## config.mk

```make
export PLATFORM = sky130hd
export DESIGN_NAME = class_matching_ticket_queue
export DESIGN_NICKNAME = d
export VERILOG_FILES = /design/src/ctq_pkg.sv /design/src/ctq_front.sv /design/src/ctq_cmd_fifo.sv /design/src/ctq_back.sv /design/src/class_matching_ticket_queue.sv
export SDC_FILE = /design/constraint.sdc
export NUM_CORES = 1
export LEC_CHECK = 0
export BUFFER_PORTS_ARGS = -buffer_cell sky130_fd_sc_hd__buf_4
export CORE_MARGIN = 5
export CORE_UTILIZATION = 50
export CTS_BUF_LIST = sky130_fd_sc_hd__clkbuf_16
export CTS_CLUSTER_SIZE = 12
export DETAILED_ROUTE_END_ITERATION = 12
export PLACE_DENSITY_LB_ADDON = 0.12
export SLEW_MARGIN = 20
export SYNTH_ARGS = -nofsm -noshare
export SYNTH_HDL_FRONTEND = slang
export SYNTH_HIERARCHICAL = 1
export SYNTH_SLANG_ARGS = --single-unit
```

## constraint.sdc

```tcl
create_clock -name clk -period 14.7 [get_ports clk]
set_clock_uncertainty 0.2 [all_clocks]
set_input_delay 0.735 -clock clk [delete_from_list [all_inputs] [get_ports clk]]
set_output_delay 0.735 -clock clk [all_outputs]
set_load 0.02 [all_outputs]
```

## src/ctq_pkg.sv

```systemverilog
`timescale 1ns / 1ps
`default_nettype none
// ----------------------------------------------------------------------------
// Ticket queue package
// Shared types, codes and constants of the class matching ticket queue.
// ----------------------------------------------------------------------------
package ctq_pkg;

    localparam int QUEUE_DEPTH_DEFAULT = 16;
    localparam int NUMBER_BITS_DEFAULT = 16;
    localparam int OUT_NUMBER_BITS     = 16;

    localparam int TELLERS      = 4;
    localparam int TELLER_IDX_W = $clog2(TELLERS);
    localparam int CLASS_W      = 2;

    localparam int CMD_FIFO_DEPTH = 2;
    localparam int CMD_PTR_W      = $clog2(CMD_FIFO_DEPTH);
    localparam int CMD_CNT_W      = $clog2(CMD_FIFO_DEPTH + 1);

    localparam logic [CLASS_W-1:0] CLASS_COMMON   = 2'd0;
    localparam logic [CLASS_W-1:0] CLASS_PRIORITY = 2'd1;
    localparam logic [CLASS_W-1:0] CLASS_FAST     = 2'd2;
    localparam logic [CLASS_W-1:0] CLASS_INVALID  = 2'd3;

    // Teller register reset values, entry 0 belongs to teller 0.
    localparam logic [TELLERS-1:0][CLASS_W-1:0] TELLER_CLASS_RESET =
        {CLASS_FAST, CLASS_COMMON, CLASS_COMMON, CLASS_PRIORITY};

    typedef enum logic
    {
        OP_ENQUEUE = 1'b0,
        OP_SERVE   = 1'b1
    } op_t;

    typedef enum logic [2:0]
    {
        ST_ISSUED  = 3'd0,
        ST_FULL    = 3'd1,
        ST_SERVED  = 3'd2,
        ST_EMPTY   = 3'd3,
        ST_INVALID = 3'd4
    } status_t;

    typedef struct packed
    {
        op_t                      op;
        logic [CLASS_W-1:0]       ticket_class;
        logic [TELLER_IDX_W-1:0]  teller;
    } req_item_t;

    typedef struct packed
    {
        status_t                     status;
        logic [OUT_NUMBER_BITS-1:0]  out_number;
        logic [CLASS_W-1:0]          out_class;
    } rsp_item_t;

    // Classified command handed from the front end to the execution side.
    typedef struct packed
    {
        op_t                 op;
        logic [CLASS_W-1:0]  ticket_class;
        logic [CLASS_W-1:0]  want_class;
    } cmd_t;

endpackage
`default_nettype wire

```

## src/ctq_front.sv

```systemverilog
`timescale 1ns / 1ps
`default_nettype none
// ----------------------------------------------------------------------------
// Ticket queue front end
// Holds the teller registers, accepts requests and resolves the class wanted.
// ----------------------------------------------------------------------------
module ctq_front
(
    input  wire logic                               clk,
    input  wire logic                               rst_n,
    input  wire logic                               cfg_we,
    input  wire logic [ctq_pkg::TELLER_IDX_W-1:0]   cfg_index,
    input  wire logic [ctq_pkg::CLASS_W-1:0]        cfg_data,
    input  wire logic                               req_valid,
    input  wire ctq_pkg::req_item_t                 req,
    output logic                                    req_stall,
    output logic                                    cmd_valid,
    output ctq_pkg::cmd_t                           cmd,
    input  wire logic                               cmd_stall
);

    logic [ctq_pkg::TELLERS-1:0][ctq_pkg::CLASS_W-1:0] teller_class_reg;

    always_ff @(posedge clk or negedge rst_n)
    begin
        if (!rst_n)
        begin
            teller_class_reg <= ctq_pkg::TELLER_CLASS_RESET;
        end
        else if (cfg_we)
        begin
            teller_class_reg[cfg_index] <= cfg_data;
        end
    end

    // The teller lookup is done here, so the back end only compares classes.
    always_comb
    begin
        cmd_valid        = req_valid;
        cmd.op           = req.op;
        cmd.ticket_class = req.ticket_class;
        cmd.want_class   = teller_class_reg[req.teller];
        req_stall        = cmd_stall;
    end

endmodule
`default_nettype wire

```

## src/ctq_cmd_fifo.sv

```systemverilog
`timescale 1ns / 1ps
`default_nettype none
// ----------------------------------------------------------------------------
// Ticket queue command FIFO
// Short queue between the front end and the execution side.
// ----------------------------------------------------------------------------
module ctq_cmd_fifo
(
    input  wire logic            clk,
    input  wire logic            rst_n,
    input  wire logic            wr_valid,
    input  wire ctq_pkg::cmd_t   wr_cmd,
    output logic                 wr_stall,
    output logic                 rd_valid,
    output ctq_pkg::cmd_t        rd_cmd,
    input  wire logic            rd_pop
);

    ctq_pkg::cmd_t                    entry_reg [ctq_pkg::CMD_FIFO_DEPTH];
    logic [ctq_pkg::CMD_PTR_W-1:0]    wr_ptr_reg;
    logic [ctq_pkg::CMD_PTR_W-1:0]    wr_ptr_next;
    logic [ctq_pkg::CMD_PTR_W-1:0]    rd_ptr_reg;
    logic [ctq_pkg::CMD_PTR_W-1:0]    rd_ptr_next;
    logic [ctq_pkg::CMD_CNT_W-1:0]    count_reg;
    logic [ctq_pkg::CMD_CNT_W-1:0]    count_next;
    logic                             push;
    logic                             pop;

    always_comb
    begin
        wr_stall = (count_reg == ctq_pkg::CMD_CNT_W'(ctq_pkg::CMD_FIFO_DEPTH));
        rd_valid = (count_reg != '0);
        rd_cmd   = entry_reg[rd_ptr_reg];
        push     = wr_valid && !wr_stall;
        pop      = rd_pop && rd_valid;

        wr_ptr_next = wr_ptr_reg;
        rd_ptr_next = rd_ptr_reg;
        count_next  = count_reg;
        if (push)
        begin
            wr_ptr_next = (wr_ptr_reg == ctq_pkg::CMD_PTR_W'(ctq_pkg::CMD_FIFO_DEPTH - 1))
                        ? '0 : wr_ptr_reg + 1'b1;
        end
        if (pop)
        begin
            rd_ptr_next = (rd_ptr_reg == ctq_pkg::CMD_PTR_W'(ctq_pkg::CMD_FIFO_DEPTH - 1))
                        ? '0 : rd_ptr_reg + 1'b1;
        end
        if (push && !pop)
        begin
            count_next = count_reg + 1'b1;
        end
        else if (pop && !push)
        begin
            count_next = count_reg - 1'b1;
        end
    end

    always_ff @(posedge clk or negedge rst_n)
    begin
        if (!rst_n)
        begin
            wr_ptr_reg <= '0;
            rd_ptr_reg <= '0;
            count_reg  <= '0;
        end
        else
        begin
            wr_ptr_reg <= wr_ptr_next;
            rd_ptr_reg <= rd_ptr_next;
            count_reg  <= count_next;
        end
    end

    always_ff @(posedge clk)
    begin
        if (push)
        begin
            entry_reg[wr_ptr_reg] <= wr_cmd;
        end
    end

endmodule
`default_nettype wire

```

## src/ctq_back.sv

```systemverilog
`timescale 1ns / 1ps
`default_nettype none
// ----------------------------------------------------------------------------
// Ticket queue execution side
// Row of ticket cells with per-cell class compare, priority pick and
// one-place compaction, plus the registered result stage.
// ----------------------------------------------------------------------------
module ctq_back
#(
    parameter int QUEUE_DEPTH = ctq_pkg::QUEUE_DEPTH_DEFAULT,
    parameter int NUMBER_BITS = ctq_pkg::NUMBER_BITS_DEFAULT
)
(
    input  wire logic            clk,
    input  wire logic            rst_n,
    input  wire logic            cmd_valid,
    input  wire ctq_pkg::cmd_t   cmd,
    output logic                 cmd_pop,
    output logic                 rsp_valid,
    output ctq_pkg::rsp_item_t   rsp,
    input  wire logic            rsp_stall
);

    localparam int IDX_W = (QUEUE_DEPTH > 1) ? $clog2(QUEUE_DEPTH) : 1;
    localparam int CNT_W = $clog2(QUEUE_DEPTH + 1);

    logic [NUMBER_BITS-1:0]       num_reg [QUEUE_DEPTH];
    logic [ctq_pkg::CLASS_W-1:0]  cls_reg [QUEUE_DEPTH];

    logic [CNT_W-1:0]             count_reg;
    logic [CNT_W-1:0]             count_next;
    logic [NUMBER_BITS-1:0]       number_reg;
    logic [NUMBER_BITS-1:0]       number_next;
    logic                         rsp_valid_reg;
    logic                         rsp_valid_next;
    ctq_pkg::rsp_item_t           rsp_reg;
    ctq_pkg::rsp_item_t           rsp_next;

    logic                         take;
    logic                         full;
    logic                         empty;
    logic                         do_enq;
    logic                         do_serve;
    logic [QUEUE_DEPTH-1:0]       match;
    logic [IDX_W-1:0]             pos;
    logic                         found;

    always_comb
    begin
        take  = cmd_valid && (!rsp_valid_reg || !rsp_stall);
        full  = (count_reg == CNT_W'(QUEUE_DEPTH));
        empty = (count_reg == '0);

        // Only live entries take part in the search; the oldest match wins.
        for (int i = 0; i < QUEUE_DEPTH; i++)
        begin
            match[i] = (CNT_W'(i) < count_reg) && (cls_reg[i] == cmd.want_class);
        end
        pos   = '0;
        found = 1'b0;
        for (int i = 0; i < QUEUE_DEPTH; i++)
        begin
            if (!found && match[i])
            begin
                pos   = IDX_W'(i);
                found = 1'b1;
            end
        end

        do_enq   = take && (cmd.op == ctq_pkg::OP_ENQUEUE) && !full
                   && (cmd.ticket_class != ctq_pkg::CLASS_INVALID);
        do_serve = take && (cmd.op == ctq_pkg::OP_SERVE) && !empty;

        count_next  = count_reg;
        number_next = number_reg;
        if (do_enq)
        begin
            count_next  = count_reg + 1'b1;
            number_next = number_reg + 1'b1;
        end
        else if (do_serve)
        begin
            count_next = count_reg - 1'b1;
        end

        rsp_next.status     = ctq_pkg::ST_EMPTY;
        rsp_next.out_number = '0;
        rsp_next.out_class  = '0;
        unique case (cmd.op)
            ctq_pkg::OP_ENQUEUE:
            begin
                if (full)
                begin
                    rsp_next.status = ctq_pkg::ST_FULL;
                end
                else if (cmd.ticket_class == ctq_pkg::CLASS_INVALID)
                begin
                    rsp_next.status = ctq_pkg::ST_INVALID;
                end
                else
                begin
                    rsp_next.status     = ctq_pkg::ST_ISSUED;
                    rsp_next.out_number = ctq_pkg::OUT_NUMBER_BITS'(number_reg);
                    rsp_next.out_class  = cmd.ticket_class;
                end
            end
            ctq_pkg::OP_SERVE:
            begin
                if (!empty)
                begin
                    rsp_next.status     = ctq_pkg::ST_SERVED;
                    rsp_next.out_number = ctq_pkg::OUT_NUMBER_BITS'(num_reg[pos]);
                    rsp_next.out_class  = cls_reg[pos];
                end
            end
            default:
            begin
                rsp_next.status = ctq_pkg::ST_EMPTY;
            end
        endcase

        if (take)
        begin
            rsp_valid_next = 1'b1;
        end
        else if (!rsp_stall)
        begin
            rsp_valid_next = 1'b0;
        end
        else
        begin
            rsp_valid_next = rsp_valid_reg;
        end

        cmd_pop   = take;
        rsp_valid = rsp_valid_reg;
        rsp       = rsp_reg;
    end

    always_ff @(posedge clk or negedge rst_n)
    begin
        if (!rst_n)
        begin
            count_reg     <= '0;
            number_reg    <= NUMBER_BITS'(1);
            rsp_valid_reg <= 1'b0;
        end
        else
        begin
            count_reg     <= count_next;
            number_reg    <= number_next;
            rsp_valid_reg <= rsp_valid_next;
        end
    end

    always_ff @(posedge clk)
    begin
        if (take)
        begin
            rsp_reg <= rsp_next;
        end
    end

    // Each cell either takes the new ticket at the tail or its younger
    // neighbour when a ticket at or ahead of it is removed.
    for (genvar g = 0; g < QUEUE_DEPTH; g++)
    begin : g_cell
        logic write_here;
        assign write_here = do_enq && (count_reg[IDX_W-1:0] == IDX_W'(g));

        if (g < QUEUE_DEPTH - 1)
        begin : g_shift
            always_ff @(posedge clk)
            begin
                if (write_here)
                begin
                    num_reg[g] <= number_reg;
                    cls_reg[g] <= cmd.ticket_class;
                end
                else if (do_serve && (IDX_W'(g) >= pos))
                begin
                    num_reg[g] <= num_reg[g+1];
                    cls_reg[g] <= cls_reg[g+1];
                end
            end
        end
        else
        begin : g_last
            always_ff @(posedge clk)
            begin
                if (write_here)
                begin
                    num_reg[g] <= number_reg;
                    cls_reg[g] <= cmd.ticket_class;
                end
            end
        end
    end

endmodule
`default_nettype wire

```

## src/class_matching_ticket_queue.sv

```systemverilog
`timescale 1ns / 1ps
`default_nettype none
// ----------------------------------------------------------------------------
// Class matching ticket queue
// Arrival-ordered ticket queue whose tellers serve the oldest ticket of
// their configured class, or the head ticket when none matches.
// ----------------------------------------------------------------------------
// The block takes one request per clock cycle while req_stall is low and
// answers each with exactly one result, in order. A request is moved into
// a two-entry command queue at its transfer; the execution side picks it
// up from there and loads the result register as it does, and the result
// transfers from that register. The sustained rate is one request per
// cycle while no stall holds the flow. That rate is set by the serve path,
// which compares every ticket cell with the wanted class, picks the oldest
// match and closes the gap by one place. The teller registers may be
// written only while the block holds no request.
module class_matching_ticket_queue
#(
    parameter int QUEUE_DEPTH = ctq_pkg::QUEUE_DEPTH_DEFAULT,
    parameter int NUMBER_BITS = ctq_pkg::NUMBER_BITS_DEFAULT
)
(
    input  wire logic                               clk,
    input  wire logic                               rst_n,
    input  wire logic                               cfg_we,
    input  wire logic [ctq_pkg::TELLER_IDX_W-1:0]   cfg_index,
    input  wire logic [ctq_pkg::CLASS_W-1:0]        cfg_data,
    input  wire logic                               req_valid,
    input  wire ctq_pkg::req_item_t                 req,
    output logic                                    req_stall,
    output logic                                    rsp_valid,
    output ctq_pkg::rsp_item_t                      rsp,
    input  wire logic                               rsp_stall
);

    logic            front_valid;
    ctq_pkg::cmd_t   front_cmd;
    logic            front_stall;
    logic            cmd_valid;
    ctq_pkg::cmd_t   cmd;
    logic            cmd_pop;

    ctq_front u_front
    (
        .clk       (clk),
        .rst_n     (rst_n),
        .cfg_we    (cfg_we),
        .cfg_index (cfg_index),
        .cfg_data  (cfg_data),
        .req_valid (req_valid),
        .req       (req),
        .req_stall (req_stall),
        .cmd_valid (front_valid),
        .cmd       (front_cmd),
        .cmd_stall (front_stall)
    );

    ctq_cmd_fifo u_cmd_fifo
    (
        .clk      (clk),
        .rst_n    (rst_n),
        .wr_valid (front_valid),
        .wr_cmd   (front_cmd),
        .wr_stall (front_stall),
        .rd_valid (cmd_valid),
        .rd_cmd   (cmd),
        .rd_pop   (cmd_pop)
    );

    ctq_back
    #(
        .QUEUE_DEPTH (QUEUE_DEPTH),
        .NUMBER_BITS (NUMBER_BITS)
    )
    u_back
    (
        .clk       (clk),
        .rst_n     (rst_n),
        .cmd_valid (cmd_valid),
        .cmd       (cmd),
        .cmd_pop   (cmd_pop),
        .rsp_valid (rsp_valid),
        .rsp       (rsp),
        .rsp_stall (rsp_stall)
    );

    // The execution side never takes a command from an empty queue.
    assert property (@(posedge clk) disable iff (!rst_n) !cmd_valid |-> !cmd_pop)
        else $error("command taken from an empty command queue");

    // Results without a ticket carry zero number and class.
    assert property (@(posedge clk) disable iff (!rst_n)
        (rsp_valid && rsp.status != ctq_pkg::ST_ISSUED && rsp.status != ctq_pkg::ST_SERVED)
        |-> (rsp.out_number == '0 && rsp.out_class == '0))
        else $error("non-ticket result carries ticket data");

    // Tickets issued or served always hold a real class.
    assert property (@(posedge clk) disable iff (!rst_n)
        (rsp_valid && (rsp.status == ctq_pkg::ST_ISSUED || rsp.status == ctq_pkg::ST_SERVED))
        |-> (rsp.out_class != ctq_pkg::CLASS_INVALID))
        else $error("ticket result with invalid class");

    // A command taken always yields a result in the next cycle.
    assert property (@(posedge clk) disable iff (!rst_n) cmd_pop |=> rsp_valid)
        else $error("command taken without a result");

endmodule
`default_nettype wire
```

==> reports/metrics.cfg, run 1 <==
[global_routing]
grt_pass1_vias = 12600
grt.overflow.total = 0
grt_max_degree = 78
antenna_found_initial = 2
grt_use_total = 0.277
grt_pass1_wl_microns = 85500

[sta]
fmax_mhz = 166
grt_setup_unrepaired = no
period_minus_slack_ns = 6.02
slew_headroom = 0.264
setup_viol = 0
period_share = 0.409
tightest_slew_ns = 1.10
layout_setup_ws_ns = 8.68
finalSetupTns_ns = 0
slew_viol_final = 0
final-hold-violation-count = 0

[place]
hpwl_microns = 35600
routabilityCongestion = 0.884
port-buffer-count = 36
post-place-ws_ns = 8.63

[synthesis]
yosys_most_used_dff = edfxtp_1
ys_types = 75
syn_area_sq_um = 18600
syn_inst = 1443
synth-seq-cells = 353
synth_edf_count = 319
avgSynthCellArea_sq_um = 12.9
yosys_warnings = 6
ys_seq_area_frac = 0.560
syn-num-nets = 1464
synth_async_sr_flop_share = 0.0963

[clock_network]
hold_buffers = 1
clock_path_buffers = 3
htree_levels = 2
cts_buffers = 39
root_buffer = clkbuf_16
cts.clk_slew.worst_paths_ns = 0.06
cts.sinks = 353
tritoncts = built
cts-resized-gates = 0
clock_latency_ns = 0.56
cts_setup_buffers = 0

[outcome]
outcome = finished clean

[route]
wire_per_inst_microns = 30.4
dr.pass1.iters = 6
route.met3.wl_microns = 5410
route.detailed.drc = 0
drt-total-wl_microns = 58400
top_layer = met5
vias_per_cell = 6.76
initialDrtViolationCount = 1765
met2_length_microns = 26200
final_antenna_net_count = 0
met1_length_microns = 24900
vias = 13000

[worst_setup_path]
path_max_fanout = 68
end_kind = register
required_ns = 14.79
cp.arrival_ns = 6.11
cp-start-kind = register
crit_type = reg2reg

[floorplanning]
initial_core_util = 0.507
die_w_microns = 203
rows = 70
die_area_sq_um = 41200
ios = 37
core_sq_um = 36700
die_height_microns = 203

[worst_hold_path]
hp-class = in2reg

[final_layout]
diodes = 0
synthToLayoutAreaGrowth_pct = 9.93
drive_above_1_share = 0.305
final_nets = 1442
largest_reg_flops = 256

[flow_run]
cap_violations = 0

## cells in the final DEF (no fill, tap or decap), drive strengths merged, types with 15 or more instances in the layout
| master | Yosys | routed |
|---|---|---|
| mux2i | 35 | 35 |
| mux2 | 282 | 282 |
| buf | 60 | 73 |
| a31oi | 17 | 17 |
| clkinv | 0 | 19 |
| edfxtp | 319 | 319 |
| and3 | 76 | 76 |
| nand2 | 77 | 77 |
| dfrtp | 31 | 31 |
| clkbuf | 77 | 40 |
| inv | 5 | 15 |
| o21ai | 91 | 91 |
| nor2 | 29 | 29 |
| xor2 | 32 | 32 |
| xnor2 | 24 | 24 |
| nand3 | 87 | 87 |
| a211oi | 18 | 18 |
## layout make-up
cell class,instances,area [sq um]
clock inverter,31,168
clock buffer,40,1000
fill,3019,16200
inverter,5,18.8
tap,468,586
multi-input combinational,948,7700
sequential,353,10400
timing repair buffer,74,558
## routing by layer
| layer | GRT usage | vias to the layer above |
|---|---|---|
| li1 | - | 5511 |
| met1 | 0.406 | 6663 |
| met2 | 0.425 | 691 |
| met3 | 0.0524 | 114 |
| met4 | 0.0800 | 2 |
| met5 | 0 | - |
## cell usage after synthesis, types with 4 or more instances
cell / instances / area, sq um
or4_1: 6 / 45.0
nand3_1: 86 / 430
a221oi_1: 6 / 52.6
and3_1: 76 / 475
o31ai_1: 6 / 45.0
a211oi_1: 18 / 135
a21boi_0: 5 / 37.5
mux2_1: 11 / 124
buf_2: 27 / 135
mux2_2: 271 / 3050
buf_4: 12 / 90.1
xor2_1: 31 / 272
buf_1: 16 / 60.1
edfxtp_1: 319 / 9580
nor3_1: 14 / 70.1
nor2_1: 26 / 97.6
nand2_1: 74 / 278
a31oi_1: 17 / 106
or3_1: 7 / 43.8
xnor2_1: 24 / 210
a21oi_1: 11 / 55.1
nand3b_1: 5 / 37.5
dfrtp_1: 31 / 776
o21bai_1: 8 / 60.1
inv_1: 5 / 18.8
nand2b_1: 4 / 25.0
o21ai_0: 90 / 450
a221o_1: 4 / 40.0
ha_1: 7 / 87.6
clkbuf_1: 77 / 289
or2_2: 4 / 25.0
nand4_1: 7 / 43.8
nor4_1: 6 / 37.5
a32o_1: 13 / 130
and2_1: 6 / 37.5
a2111oi_0: 13 / 114
mux2i_1: 35 / 350
o22ai_1: 6 / 37.5
o21a_1: 6 / 45.0
## worst max-delay path: stages, from the launching register on
cell and delay, ns:
dfrtp_1 0.47, mux2_1 0.69, xor2_1 0.29, a2111oi_1 0.71
or3_1 0.39, or4_2 0.79, nand2_8 0.62, a21oi_2 0.79
buf_4 0.36, mux2_2 0.36
## cell families (layout without fill, tap and decap cells)
kind of cell             after synthesis  in the layout  synth area share
AO/OA/AOI/OAI                        230            230            0.0847
XOR/XNOR                              56             56            0.0267
adder cells (fa/ha/maj)                7              7           0.00470
buffers and inverters                142            150            0.0353
flip-flops                           353            353             0.560
multiplexers                         319            319             0.192
AND/OR/NAND/NOR                      336            336            0.0959
## path summary, 6_finish.rpt
path	start	endpoint	slack [ns]	cells after the start
max	u_cmd_fifo/rd_ptr_reg$_DFFE_PN0P_	u_back/num_reg[6][2]$_DFFE_PP_	8.68	9
min	req[4]	u_cmd_fifo/entry_reg[0][4]$_DFFE_PP_	0.19	1
max reg2reg	u_cmd_fifo/rd_ptr_reg$_DFFE_PN0P_	u_back/num_reg[6][2]$_DFFE_PP_	8.68	9
min reg2reg	u_front/teller_class_reg[2]$_DFFE_PN0P_	u_front/teller_class_reg[2]$_DFFE_PN0P_	0.29	1
max in group asynchronous	rst_n	u_back/number_reg[10]$_DFFE_PN0P_	13.40	2
min in group asynchronous	rst_n	u_front/teller_class_reg[2]$_DFFE_PN0P_	0.51	2
## stage by stage
step	utilization	hold slack [ns]	cell area (sq um)	std cells
after floorplan	-	0.223	18600	1443
after global placement	0.525	0.269	19300	1847
after detailed placement	0.525	0.279	19300	1847
after CTS	0.557	0.162	20400	1919
after global routing	0.558	0.171	20500	1919
final	0.558	0.186	20500	1919
Power of run 1 is not shown: default switching activity piles up to over one toggle a cycle in this logic, so the estimate is an artifact.
==> inputs of run 2 (changes only) <==
- ABC_AREA: not set -> 1
- clock period: 14.7 -> 5.05 ns (I/O delays scaled with it)
==> reports/metrics.cfg, run 2 <==
[synthesis]
yosys_warnings = 6
synth_edf_count = 319
ys_seq_area_frac = 0.554
synthTopCellsByCount = nand2_1, edfxtp_1, o21ai_0
synth_async_sr_flop_share = 0.0963
yosys_most_used_dff = edfxtp_1
ys_types = 45
syn_area_sq_um = 18800
syn-num-nets = 2218
syn_inst = 2197
synth_top_area_frac = 0.508
synth-seq-cells = 353
synth_most_common_cell = nand2_1
avgSynthCellArea_sq_um = 8.58
synth.area.top_cells = edfxtp_1, nand2_1, o21ai_0
synth_top_area_cell = edfxtp_1

[place]
routabilityCongestion = 0.946
port-buffer-count = 36
dp.cells = 2645
hpwl_microns = 37600

[final_layout]
drive_above_1_share = 0.0921
finalNonFillerCells = 2736
final_nets = 2218
layout.cells.most_common_list = nand2_1, edfxtp_1, o21ai_0
synthToLayoutAreaGrowth_pct = 11.1
largest_reg_flops = 256
layout_commonest_cell = nand2_1
diodes = 0
post-route-util = 0.560

[sta]
final-hold-violation-count = 0
whs_ns = 0.0152
tightest_slew_ns = 1.08
finalSetupTns_ns = 0
slew_headroom = 0.282
setup_viol = 0
slew_viol_final = 0
grt_setup_unrepaired = no
period_minus_slack_ns = 4.64
fmax_mhz = 216
period_share = 0.918

[global_routing]
antenna_found_initial = 0
grt.overflow.total = 0
grt_pass1_vias = 13800
grt_max_degree = 77
grt_use_total = 0.255
grt_pass1_wl_microns = 82600

[floorplanning]
die_area_sq_um = 41700
initial_core_util = 0.504
die_w_microns = 204
core_sq_um = 37400
rows = 71
ios = 37
die_height_microns = 204

[route]
drt-total-wl_microns = 53200
vias_per_cell = 5.46
vias = 14900
initialDrtViolationCount = 1634
route.detailed.drc = 0
final_antenna_net_count = 0
dr.pass1.iters = 6
wire_per_inst_microns = 19.4

[worst_setup_path]
end_kind = register
path_max_fanout = 76
crit_top_cell = nand2_1
crit_type = reg2reg
cpLargestDelayFamily = simple AND/OR/NAND/NOR gates
cp-start-kind = register
slowest_delay_ns = 0.53
crit_buf_inv = 3
path_cells = inv_2, nand2_1, nand2_1, inv_2, nand2_1, nand2_1, nand3_1, nand2_2, nor2_2, nand4_2, nor2_2, nand4_4, nor2_4, nand4_4, nand2_8, buf_12, nand2_1, nand2_1, nand2_2, nand2_1, o21ai_0
r2r-end = u_back/num_reg[6][13]$_DFFE_PP_
critical_path.slowest_cell = nand2_1
worstRegToRegCells = 21
rrSetupSlack_ns = 0.41
cp.arrival_ns = 4.72
required_ns = 5.13
r2r_start = u_cmd_fifo/rd_ptr_reg$_DFFE_PN0P_

[clock_network]
cts.clk_slew.worst_paths_ns = 0.06
clock_latency_ns = 0.57
root_buffer = clkbuf_16
htree_levels = 2
cts_setup_buffers = 0
cts_buffers = 40
tritoncts = built
cts-resized-gates = 0
clock_path_buffers = 3
cts.sinks = 353

[outcome]
outcome = finished clean

[worst_hold_path]
hp-class = in2async

[flow_run]
cap_violations = 0

[run 2: changes by cell type in the layout (fill, tap and decap cells not counted), sizes merged, moves of 71 or more]
cell	before	now
a21oi	12	83
and3	76	0
inv	15	189
mux2	282	0
nand2	77	763
nor2	29	127
o21ai	91	286
[run 2: routing by layer]
layer / vias to the layer above / track usage / wire length (microns)
met5: - / 0 / 0
li1: 7296 / - / -
met4: 0 / 0.0622 / 983
met2: 593 / 0.370 / 22500
met3: 64 / 0.0414 / 4730
met1: 6987 / 0.401 / 25000
[run 2: area by class of cell]
| cell class | instances | area (sq um) |
|---|---|---|
| timing repair buffer | 105 | 866 |
| multi-input combinational | 1519 | 7130 |
| inverter | 178 | 668 |
| sequential | 353 | 10400 |
| clock buffer | 40 | 1000 |
| tap | 511 | 639 |
| fill | 3355 | 16500 |
| clock inverter | 30 | 208 |
[run 2: cells by family (layout without fill, tap and decap cells)]
| family | after synthesis | after routing | share of synthesized area |
|---|---|---|---|
| compound gates | 393 | 393 | 0.109 |
| xor+xnor | 42 | 42 | 0.0195 |
| simple gates | 1077 | 1077 | 0.241 |
| buf+inv | 325 | 353 | 0.0721 |
| fa+ha+maj | 7 | 7 | 0.00465 |
| flops | 353 | 353 | 0.554 |
[run 2: through the flow]
stage / area, sq um / worst slack, ns
floorplan: 18800 / 1.02
global placement: 19500 / 0.520
detailed placement: 19500 / 0.406
CTS: 20900 / 0.413
global route: 20900 / 0.0344
finish: 20900 / 0.412
[run 2: how the worst max path moves through the flow]
stage	start	to	slack (ns)	cells after the start
2_1_floorplan	u_cmd_fifo/rd_ptr_reg$_DFFE_PN0P_	u_back/cls_reg[0][0]$_DFFE_PP_	1.02	25
3_3_place_gp	u_cmd_fifo/rd_ptr_reg$_DFFE_PN0P_	u_back/num_reg[6][12]$_DFFE_PP_	0.52	21
3_5_place_dp	u_cmd_fifo/rd_ptr_reg$_DFFE_PN0P_	u_back/num_reg[6][13]$_DFFE_PP_	0.41	21
4_1_cts	u_cmd_fifo/rd_ptr_reg$_DFFE_PN0P_	u_back/num_reg[6][13]$_DFFE_PP_	0.41	21
5_1_grt	u_cmd_fifo/rd_ptr_reg$_DFFE_PN0P_	u_back/num_reg[6][12]$_DFFE_PP_	0.03	21
6_report	u_cmd_fifo/rd_ptr_reg$_DFFE_PN0P_	u_back/num_reg[6][13]$_DFFE_PP_	0.41	21
[run 2: timing repair]
action | CTS | global route
hold endpoints to repair | 54 | 0
endpoints found under the setup margin | 0 | 0
hold buffers | 21 | 0
Power of run 2 is left out for the same reason.
==> inputs of run 3 (changes only) <==
--- a/config.mk
+++ b/config.mk
@@ -13,5 +13,5 @@
 export CTS_CLUSTER_SIZE = 12
 export DETAILED_ROUTE_END_ITERATION = 12
-export PLACE_DENSITY_LB_ADDON = 0.12
+export PLACE_DENSITY = 0.68
 export SLEW_MARGIN = 20
 export SYNTH_ARGS = -nofsm -noshare
--- a/constraint.sdc
+++ b/constraint.sdc
@@ -3,3 +3,3 @@
 set_input_delay 0.2525 -clock clk [delete_from_list [all_inputs] [get_ports clk]]
 set_output_delay 0.2525 -clock clk [all_outputs]
-set_load 0.02 [all_outputs]
+set_load 0.01 [all_outputs]
==> reports/metrics.cfg, run 3 (synthesis gave the netlist of run 2 again) <==
[sta]
finalSetupTns_ns = 0
layout_setup_ws_ns = 0.542
grt_setup_unrepaired = no
tightest_slew_ns = 1.08
slew_viol_final = 0
period_minus_slack_ns = 4.51
fmax_mhz = 222
final-hold-violation-count = 0
setup_viol = 0
slew_headroom = 0.278
period_share = 0.893

[place]
post-place-ws_ns = 0.587
hpwl_microns = 35600
dp.cells = 2638
routabilityCongestion = 0.990
port-buffer-count = 36

[flow_run]
cap_violations = 0

[floorplanning]
die_height_microns = 204
initial_core_util = 0.504
rows = 71
core_sq_um = 37400
die_w_microns = 204
die_area_sq_um = 41700
ios = 37

[worst_setup_path]
path_cells = inv_2, nand2_1, nand2_1, inv_2, nand2_1, nand2_1, nand3_1, nand2_2, nor2_2, nand4_2, nor2_2, nand4_4, nor2_4, nand4_4, nand2_8, buf_12, nand2_1, nand2_1, nand2_2, nand2_1, o21ai_0
crit_top_cell = nand2_1
cp.arrival_ns = 4.56
critical_path.slowest_cell = dfrtp_1
slowest_delay_ns = 0.45
end_kind = register
cp-start-kind = register
path_max_fanout = 85
crit_type = reg2reg
required_ns = 5.11

[final_layout]
final_nets = 2210
finalNonFillerCells = 2729
fillerInstances = 3340
post-route-util = 0.559
drive_above_1_share = 0.0897
largest_reg_flops = 256
synthToLayoutAreaGrowth_pct = 10.9
layout_commonest_cell = nand2_1
diodes = 0
layout.cells.most_common_list = nand2_1, edfxtp_1, o21ai_0

[clock_network]
cts.clk_slew.worst_paths_ns = 0.06
clock_latency_ns = 0.55
cts.sinks = 353
clock_path_buffers = 3
cts_buffers = 39
htree_levels = 2
tritoncts = built
cts-resized-gates = 0
root_buffer = clkbuf_16

[route]
final_antenna_net_count = 0
dr.pass1.iters = 8
wire_per_inst_microns = 19.1
initialDrtViolationCount = 1881
vias_per_cell = 5.54
route.detailed.drc = 0
drt-total-wl_microns = 52100
vias = 15100

[global_routing]
top_usage_layer = met2
grt_max_degree = 86
grt_pass1_wl_microns = 82700
grt_use_met1 = 0.377
grt_use_met3 = 0.0403
antenna_found_initial = 0
grt_pass1_vias = 14500
grt_use_total = 0.250
grt.overflow.total = 0
grt_use_met2 = 0.385

[worst_hold_path]
hp-class = in2async

[outcome]
outcome = finished clean

-- run 3: cell count changes in the layout (fill, tap and decap cells not counted), sizes merged --
cell / change
buf: -7
bufinv: -1
clkbuf: +1
clkinv: +2
clkinvlp: -2
-- run 3: metrics by stage --
stage	area, sq um	hold slack [ns]
floorplan	18800	-0.243
global placement	19500	0.0456
detailed placement	19500	0.0574
CTS	20900	0.0194
global route	20900	0.0776
finish	20900	0.0213
-- run 3: repair_timing --
item,in CTS,in global routing
hold buffers,21,0
endpoints found under the hold margin,54,0
setup endpoints to repair,0,0
buffers inserted,0,0
-- run 3: cell type report --
cell class,count,area [sq um],share of cell area
Inverter,178,668,0.0320
Tap cell,511,639,0.0306
Timing Repair Buffer,98,838,0.0401
Sequential cell,353,10400,0.499
Multi-Input combinational cell,1519,7140,0.342
Clock inverter,29,158,0.00754
Clock buffer,41,1030,0.0491
-- run 3: metal layers --
layer	share of wire	wire length, microns
met1	0.45	23400
met2	0.44	23000
met3	0.091	4760
met4	0.017	871
met5	0	0
-- run 3: worst paths after layout --
path	cells after the start	endpoint	slack (ns)	from
max reg2reg	21	u_back/cls_reg[6][1]$_DFFE_PP_	0.54	u_cmd_fifo/rd_ptr_reg$_DFFE_PN0P_
max	21	u_back/cls_reg[6][1]$_DFFE_PP_	0.54	u_cmd_fifo/rd_ptr_reg$_DFFE_PN0P_
min reg2reg	2	u_front/teller_class_reg[2]$_DFFE_PN0P_	0.29	u_front/teller_class_reg[2]$_DFFE_PN0P_
max in group asynchronous	2	u_back/number_reg[11]$_DFFE_PN0P_	4.26	rst_n
min	2	u_back/count_reg[4]$_DFFE_PN0P_	0.02	rst_n
min in group clk	2	u_cmd_fifo/entry_reg[1][3]$_DFFE_PP_	0.26	req[3]
-- run 3: worst max-delay path: cells and delay by family, from the launching register on --
kind                   cells  cell delay, ns
buffers and inverters      3            0.67
AOI/OAI and AO/OA          1            0.11
DFF                        1            0.45
and+or+nand+nor           17            2.76
Power of run 3 is left out for the same reason.
